<file path="config.mk">
export PLATFORM = sky130hd
export DESIGN_NAME = rdq_ctrl
export DESIGN_NICKNAME = d
export VERILOG_FILES = /design/src/hdl/rdq_pkg.sv /design/src/hdl/rdq_ctrl.sv
export SDC_FILE = /design/constraint.sdc
export NUM_CORES = 1
export LEC_CHECK = 0
export ABC_CLOCK_PERIOD_IN_PS = 6650
export BUFFER_PORTS_ARGS = -buffer_cell sky130_fd_sc_hd__buf_2
export CORE_MARGIN = 1.5
export CORE_UTILIZATION = 50
export DETAILED_ROUTE_END_ITERATION = 8
export GPL_TIMING_DRIVEN = 0
export HOLD_SLACK_MARGIN = 0.05
export PLACE_DENSITY = 0.78
export SLEW_MARGIN = 20
export SYNTH_ARGS = -nofsm -noshare
export SYNTH_HDL_FRONTEND = slang
export SYNTH_SLANG_ARGS = --single-unit
</file>
<file path="constraint.sdc">
create_clock -name clk -period 6.65 [get_ports clk]
set_clock_uncertainty 0.05 [all_clocks]
set_input_delay 0 -clock clk [delete_from_list [all_inputs] [get_ports clk]]
set_output_delay 0 -clock clk [all_outputs]
set_load 0.1 [all_outputs]
</file>
<file path="src/hdl/rdq_pkg.sv">
package rdq_pkg;

  // Word widths fixed by the command format.
  localparam int DATA_W = 32;
  localparam int MODE_W = 3;
  localparam int STAT_W = 2;

  // Default ring depth.
  localparam int DEFAULT_DEPTH = 1024;

  // Command codes.
  localparam logic [MODE_W-1:0] MODE_POP_BACK   = 3'd0;
  localparam logic [MODE_W-1:0] MODE_POP_FRONT  = 3'd1;
  localparam logic [MODE_W-1:0] MODE_REVERSE    = 3'd2;
  localparam logic [MODE_W-1:0] MODE_PUSH_BACK  = 3'd3;
  localparam logic [MODE_W-1:0] MODE_PUSH_FRONT = 3'd4;

  // Result status codes.
  localparam logic [STAT_W-1:0] ST_DONE  = 2'd0;
  localparam logic [STAT_W-1:0] ST_DATA  = 2'd1;
  localparam logic [STAT_W-1:0] ST_EMPTY = 2'd2;
  localparam logic [STAT_W-1:0] ST_FULL  = 2'd3;

  // Command word.
  typedef struct packed {
    logic [MODE_W-1:0]        mode;
    logic signed [DATA_W-1:0] value;
  } in_word_t;

  // Result word.
  typedef struct packed {
    logic [STAT_W-1:0]        status;
    logic signed [DATA_W-1:0] data;
  } out_word_t;

  // Storage strobes from the pointer control to the ring memory.
  typedef struct packed {
    logic wr_en;
    logic rd_en;
  } mem_ctl_t;

endpackage

</file>
<file path="src/hdl/rdq_ctrl.sv">
module rdq_ctrl import rdq_pkg::*; #(
  parameter int DEPTH = DEFAULT_DEPTH,
  parameter int AW    = $clog2(DEPTH),
  parameter int CW    = $clog2(DEPTH + 1)
) (
  input  logic                     clk,
  input  logic                     rst_n,
  input  logic                     acc,
  input  in_word_t                 cmd,
  output logic [STAT_W-1:0]        status,
  output mem_ctl_t                 mem_ctl,
  output logic [AW-1:0]            mem_addr,
  output logic signed [DATA_W-1:0] mem_wdata
);

  localparam logic [AW:0]   DEPTH_W  = (AW + 1)'(DEPTH);
  localparam logic [AW-1:0] LAST_POS = AW'(DEPTH - 1);
  localparam logic [CW-1:0] FULL_CNT = CW'(DEPTH);

  logic [AW-1:0] head_r, head_nxt;
  logic [CW-1:0] cnt_r, cnt_nxt;
  logic          rev_r, rev_nxt;

  logic          empty, full;
  logic          phys_front;
  logic [AW-1:0] head_inc, head_dec;
  logic [AW:0]   sum_wr, sum_rd;
  logic [AW-1:0] tail_wr, tail_rd;

  assign empty = (cnt_r == '0);
  assign full  = (cnt_r == FULL_CNT);

  // Neighbor positions of the physical front, wrapping around the ring.
  assign head_inc = (head_r == LAST_POS) ? '0 : head_r + AW'(1);
  assign head_dec = (head_r == '0) ? LAST_POS : head_r - AW'(1);

  // Slot just past the last entry, and the last entry itself.
  assign sum_wr  = {1'b0, head_r} + (AW + 1)'(cnt_r);
  assign sum_rd  = sum_wr - (AW + 1)'(1);
  assign tail_wr = (sum_wr >= DEPTH_W) ? AW'(sum_wr - DEPTH_W) : sum_wr[AW-1:0];
  assign tail_rd = (sum_rd >= DEPTH_W) ? AW'(sum_rd - DEPTH_W) : sum_rd[AW-1:0];

  // The reverse flag swaps which physical end a logical end maps to.
  assign phys_front = ((cmd.mode == MODE_POP_FRONT) || (cmd.mode == MODE_PUSH_FRONT)) ^ rev_r;

  assign mem_wdata = cmd.value;

  // Command decode: status, storage access and next pointer state.
  always_comb begin
    head_nxt      = head_r;
    cnt_nxt       = cnt_r;
    rev_nxt       = rev_r;
    status        = ST_DONE;
    mem_ctl.wr_en = 1'b0;
    mem_ctl.rd_en = 1'b0;
    mem_addr      = head_r;
    unique case (cmd.mode) inside
      MODE_POP_BACK, MODE_POP_FRONT: begin
        if (empty) begin
          status = ST_EMPTY;
        end else begin
          status        = ST_DATA;
          mem_ctl.rd_en = acc;
          cnt_nxt       = cnt_r - CW'(1);
          if (phys_front) begin
            mem_addr = head_r;
            head_nxt = head_inc;
          end else begin
            mem_addr = tail_rd;
          end
        end
      end
      MODE_REVERSE: begin
        if (!empty) begin
          rev_nxt = ~rev_r;
        end
      end
      MODE_PUSH_BACK, MODE_PUSH_FRONT: begin
        if (full) begin
          status = ST_FULL;
        end else begin
          mem_ctl.wr_en = acc;
          cnt_nxt       = cnt_r + CW'(1);
          if (phys_front) begin
            mem_addr = head_dec;
            head_nxt = head_dec;
          end else begin
            mem_addr = tail_wr;
          end
        end
      end
      default: begin
        status = ST_DONE;
      end
    endcase
  end

  // Pointer, count and direction registers advance only on an accepted word.
  always_ff @(posedge clk) begin
    if (!rst_n) begin
      head_r <= '0;
      cnt_r  <= '0;
      rev_r  <= 1'b0;
    end else if (acc) begin
      head_r <= head_nxt;
      cnt_r  <= cnt_nxt;
      rev_r  <= rev_nxt;
    end
  end

`ifndef SYNTH
  // The count never exceeds the ring depth.
  a_cnt_bound: assert property (@(posedge clk) disable iff (!rst_n)
    cnt_r <= FULL_CNT)
    else $error("entry count above depth");

  // The front position always lies inside the ring.
  a_head_bound: assert property (@(posedge clk) disable iff (!rst_n)
    {1'b0, head_r} < DEPTH_W)
    else $error("head position outside ring");

  // A successful pop removes exactly one entry.
  a_pop_cnt: assert property (@(posedge clk) disable iff (!rst_n)
    acc && (status == ST_DATA) |=> cnt_r == $past(cnt_r) - CW'(1))
    else $error("pop did not decrement count");

  // Without an accepted word the queue state holds.
  a_idle_hold: assert property (@(posedge clk) disable iff (!rst_n)
    !acc |=> $stable(cnt_r) && $stable(head_r) && $stable(rev_r))
    else $error("queue state changed while idle");

  // Storage is never written and read by the same word.
  a_one_access: assert property (@(posedge clk) disable iff (!rst_n)
    !(mem_ctl.wr_en && mem_ctl.rd_en))
    else $error("simultaneous read and write");
`endif

endmodule

</file>
==> impl_metrics.tcl, run 1 <==
set metrics [dict create \
    die_area_um2 6680 \
    setup_violations 0 \
    fp.dieH_um 81.7 \
    outcome "finished, final reports clean" \
    totalWireLength_mm 8.82 \
    p_int_mw 0.366 \
    whs_path_depth 2 \
    grt_use_total_pct 26.5 \
    tritoncts "done" \
    clock_path_buffers 2 \
    fin_crit_sh_pct 56.0 \
    fin_nets 535 \
    post-route-drc-count 0 \
    synth.cell_area_um2 3100 \
    multiInputGateArea_um2 2280 \
    drtIter0Drc 453 \
    start_kind "flip-flop" \
    ys.flop_type "dfxtp_1" \
    ios 84 \
    avgSynthCellArea_um2 7.39 \
    tns_ns 0 \
    post_cts_buffers 0 \
    grt_setup_unrepaired "no" \
    min_path_type "in2reg" \
    hp-start "rst_n" \
    grt_pass1_vias 2961 \
    power_density_nw_per_um2 245 \
    ys_types 63 \
    min_delay_worst_endpoint "head_r[1]" \
    cp-end-kind "primary output" \
    seq_area_frac_synth_pct 14.2 \
    drv_slew 0 \
    max_cap_viol_count 0 \
    synth-edff-count 0 \
    top_usage_layer "met2" \
    clockRootBuffer "clkbuf_8" \
    first_pass_iters 7 \
    ctsResizeCount 0 \
    p_switching_mw 0.488 \
    fmax_mhz 268 \
    async_flop_share_pct 0 \
    switching_share_pct 57.1 \
    period_needed_ns 3.72 \
    gp_congestion 0.987 \
    grt-ovfl-total 0 \
    synth_top_area_cell "dfxtp_1" \
    combPwrFrac_pct 71.3 \
    routedWlPerCell_um 16.1 \
    clock_sinks 22 \
    dp.cells 544 \
    vias 3434 \
    worst_ep_required_time_ns 6.60 \
    drive_gt1_share_pct 22.9 \
    initial_core_util_pct 52.0 \
    die_w_um 81.7 \
    reg2reg_slack_ns 3.91 \
    grt_use_met3_pct 4.22 \
    pwr-share-clk_pct 9.9 \
    h-tree-depth 1 \
    grt_use_met2_pct 44.7 \
    row_count 28 \
    insertion_delay_ns 0.27 \
    netlist_instances 419 \
    synth_top_area_share_pct 14.2 \
    layout_common_cells "buf_2, nand2_1, nor2_1" \
    postCtsHoldBufs 0 \
    ys_top_cells_by_area "dfxtp_1, ha_1, buf_4" \
    ys_seq_elements 22 \
    antenna_found_initial 0 \
    mostFrequentLayoutCell "buf_2" \
    regArea_um2 440 \
    seqPwrFrac_pct 18.8 \
    port-buffer-count 50 \
    critical_path_arrival_ns 3.67 \
    timing.rr.start "head_r[1]" \
    worst_r2r_path_depth 9 \
    slew_headroom_pct 34.6 \
    viasPerCell 6.28 \
    worst_slew_pin_slew_ns 0.981 \
    area_growth_pct 12.4 \
    gr-usage-met1_pct 34.7 \
    clk_pin_slew_ns 0.08 \
    hold_violations 0 \
    grt_pass1_wl_mm 13.9 \
    leakagePower_nw 1.64 \
    syn_nets 480 \
    crit_start "head_r[0]" \
    cts_buffers 3 \
    core_region_area_um2 5960 \
    crit_fanout 9 \
    num-fill-cells 570 \
    final_cells 547 \
    crit_type "reg2out" \
    dpl.hpwl_mm 6.76 \
    diodes 0 \
    grt_max_degree 20 \
    vdd_ir_drop_max_v 0.000164 \
    regToRegEndpoint "head_r[1]" \
    detail-route-antenna-nets 0 \
    yosys_warnings 0 \
]
[sequential cells by signal, summed over array words and instances (netlist names)]
signal,flops
cnt_r,11
head_r,10
rev_r,1
[metrics by stage]
step | total power, mW | hold WS (ns) | setup WS, ns | cell area, µm² | util [%]
6_report | 0.853 | 0.122 | 2.93 | 3480 | 58.5
5_1_grt | 0.904 | 0.153 | 2.74 | 3480 | 58.5
3_5_place_dp | 0.760 | 0.334 | 3.30 | 3440 | 57.8
4_1_cts | 0.845 | 0.119 | 3.04 | 3480 | 58.5
3_3_place_gp | 0.752 | 0.334 | 3.34 | 3440 | 57.8
2_1_floorplan | 0.666 | 0.162 | 2.46 | 3100 | -
[synthesized netlist by cell type (9+ instances only)]
master / n
xor2_1: 13
ha_1: 21
buf_4: 33
a21oi_1: 27
nand3_1: 10
inv_1: 10
or3_1: 9
dfxtp_1: 22
nand2_1: 35
clkbuf_1: 14
xnor2_1: 14
o21ai_0: 21
nor2_1: 34
[area by class of cell]
cell class | instances | share of cell area (%)
repair buffers | 50 | 7.18
clock buffers | 3 | 1.19
plain buffers | 54 | 9.77
flip-flops and latches | 22 | 12.6
multi-input cells | 332 | 65.3
inverters | 11 | 1.19
well taps | 75 | 2.69
[worst max path at each step]
stage | end | slack, ns | cells after the start
global route | mem_addr[8] | 2.74 | 11
floorplan | mem_addr[7] | 2.46 | 10
detailed placement | cnt_r[9] | 3.30 | 13
global placement | cnt_r[9] | 3.34 | 13
finish | mem_addr[9] | 2.93 | 11
CTS | mem_addr[9] | 3.04 | 11
[worst max-delay path, stage by stage, from the launching register on]
cell and delay, ns:
dfxtp_1 0.58, ha_1 0.27, inv_1 0.06, fa_1 0.41
nand2b_1 0.18, a21oi_1 0.19, o31ai_1 0.10, a21boi_0 0.44
xor2_1 0.20, or4_1 0.49, and3_1 0.20, buf_2 0.29
[kinds of logic (layout without fill, tap and decap cells)]
family / count (synthesis) / after routing / share of synthesized area (%)
DFF: 22 / 22 / 14.2
adders and majority gates: 23 / 23 / 9.77
muxes: 8 / 8 / 2.63
and+or+nand+nor: 153 / 153 / 27.0
AOI/OAI and AO/OA: 121 / 121 / 26.4
xor gates and xnor gates: 27 / 27 / 7.63
buffers and inverters: 65 / 118 / 12.3
[per-layer routing]
metal	vias to the layer above	wire (µm)
met3	22	955
met1	1579	3630
li1	1611	-
met2	222	4080
met5	-	0
met4	0	157
[power by group through the flow]
stage | Combinational, mW | Sequential, mW | Clock [mW]
2_1_floorplan | 0.509 | 0.157 | 0
3_3_place_gp | 0.590 | 0.162 | 0
3_5_place_dp | 0.597 | 0.163 | 0
4_1_cts | 0.600 | 0.160 | 0.0852
5_1_grt | 0.653 | 0.163 | 0.0891
6_report | 0.609 | 0.160 | 0.0841
Note: power is estimated with default switching activity, not from simulation.
==> run 2: changes to the inputs <==
ABC_CLOCK_PERIOD_IN_PS = 3200   (was 6650)
CORE_UTILIZATION = 49   (was 50)
PLACE_DENSITY = 0.79   (was 0.78)
clock period = 3.2 ns   (was 6.65 ns; I/O delays follow)
==> run 2 against run 1 <==
- via count shrank 1.3%
- critical path depth shrank 3
- count of clock-buffer cells in the layout is the same
- critical path type unchanged
==> impl_metrics.tcl, run 2 (same netlist as run 1, synthesis figures left out) <==
set metrics [dict create \
    outcome "finished, final reports clean" \
    layout_common_cells "buf_2, buf_4, nand2_1" \
    cp_top_family "simple AND/OR/NAND/NOR gates" \
    power_density_nw_per_um2 501 \
    first_pass_iters 5 \
    fin_hold_ws_ns 0.112 \
    max_flop_register "cnt_r" \
    drv_slew 0 \
    postLayoutCoreUtil_pct 60.5 \
    fmax_mhz 317 \
    antenna_found_initial 0 \
    seqPwrFrac_pct 18.3 \
    viasPerCell 6.19 \
    reg2reg_slack_ns 0.69 \
    path_cells "or4_4, or3_4, nor2_1, o32ai_1, o21ai_1, a32oi_1, o21ai_1, buf_2" \
    p_int_mw 0.791 \
    vdd_ir_drop_max_v 0.000321 \
    max_stage_delay_ns 0.57 \
    dpl.hpwl_mm 6.78 \
    grt-ovfl-total 0 \
    mostFrequentLayoutCell "buf_2" \
    multiInputGateArea_um2 2400 \
    switching_share_pct 56.6 \
    combPwrFrac_pct 72.0 \
    initial_core_util_pct 51.4 \
    crit_fanout 6 \
    grt_pass1_wl_mm 14.0 \
    timing.rr.start "cnt_r[9]" \
    core_region_area_um2 6030 \
    ios 84 \
    clk_pin_slew_ns 0.08 \
    tritoncts "done" \
    grt_use_total_pct 26.3 \
    grt_pass1_vias 2989 \
    port-buffer-count 50 \
    period_needed_ns 3.16 \
    fp.dieH_um 82.5 \
    die_w_um 82.5 \
    detail-route-antenna-nets 0 \
    grt_max_degree 20 \
    crit_start "cnt_r[9]" \
    fin_crit_sh_pct 98.7 \
    reg_top3 "cnt_r: 11 flops, head_r: 10 flops, rev_r: 1 flops" \
    totalWireLength_mm 8.79 \
    cp-end-kind "primary output" \
    worst_ep_required_time_ns 3.15 \
    clockRootBuffer "clkbuf_8" \
    hp-start "rst_n" \
    min_path_type "in2reg" \
    p_total_mw 1.82 \
    insertion_delay_ns 0.26 \
    regArea_um2 450 \
    setup_violations 0 \
    post-route-drc-count 0 \
    worst_slack_ns 0.0420 \
    fin_nets 536 \
    start_kind "flip-flop" \
    slew_headroom_pct 56.3 \
    die_area_um2 6810 \
    path_buf_inv 1 \
    pre_cts_slack_ns -0.181 \
    routedWlPerCell_um 16.0 \
    dp.cells 544 \
    drive_gt1_share_pct 27.9 \
    gp_congestion 0.934 \
    final_cells 548 \
    vias 3390 \
    worst_slew_pin_slew_ns 0.648 \
    diodes 0 \
    p_switching_mw 1.03 \
    timing.critical_path.mode_cell "o21ai_1" \
    max_cap_viol_count 0 \
    pwr-share-clk_pct 9.7 \
    h-tree-depth 1 \
    critical_path_arrival_ns 3.11 \
    row_count 28 \
    cts_buffers 3 \
    clock_path_buffers 2 \
    leakagePower_nw 1.69 \
    postCtsHoldBufs 0 \
    clock_sinks 22 \
    crit_slowest_cell "or4_4" \
    hold_violations 0 \
    num-fill-cells 540 \
    area_growth_pct 17.6 \
    largest_reg_flops 11 \
    drtIter0Drc 222 \
    crit_type "reg2out" \
]
-- run 2: per-layer routing --
layer | GRT usage [%] | wire length [µm] | up-vias
li1 | - | - | 1624
met4 | 10.2 | 163 | 0
met1 | 35.5 | 3800 | 1559
met2 | 43.2 | 4020 | 192
met5 | 0 | 0 | -
met3 | 2.53 | 798 | 15
-- run 2: per-stage QoR --
step	area, µm²	setup TNS [ns]
2_1_floorplan	3130	-0.229
3_3_place_gp	3480	-0.201
3_5_place_dp	3480	-0.356
4_1_cts	3550	-0.0275
5_1_grt	3640	-0.0636
6_report	3640	0
-- run 2: power by group through the flow --
stage	registers (mW)	clock network [mW]	logic (mW)
6_report	0.334	0.177	1.31
5_1_grt	0.338	0.189	1.40
4_1_cts	0.334	0.179	1.28
3_3_place_gp	0.338	0	1.24
3_5_place_dp	0.340	0	1.26
2_1_floorplan	0.327	0	1.07
-- run 2: worst paths after layout --
| kind | to | cells past startpoint |
|---|---|---|
| min reg2reg | cnt_r[2] | 1 |
| min | head_r[1] | 2 |
| max | mem_addr[7] | 8 |
| max reg2reg | cnt_r[10] | 7 |
-- run 2: worst register-to-register path, delay by kind of cell (launching register included) --
family,cells,cell delay (ns)
multiplexers,1,0.19
buffers and inverters,2,0.45
AO/OA/AOI/OAI,1,0.29
AND/OR/NAND/NOR,3,1.08
flip-flops,1,0.38
-- run 2: what timing repair did --
item                       4_1_cts  5_1_grt
setup endpoints to repair        5       11
pin swaps                        0        2
gates resized for setup         11       23
buffers inserted                 0        1
-- run 2: layout make-up --
class | instances | area share (%)
buffer | 54 | 9.41
timing repair buffer | 51 | 7.59
tap | 75 | 2.57
multi-input combinational | 332 | 65.8
inverter | 11 | 1.13
sequential | 22 | 12.4
clock buffer | 3 | 1.13
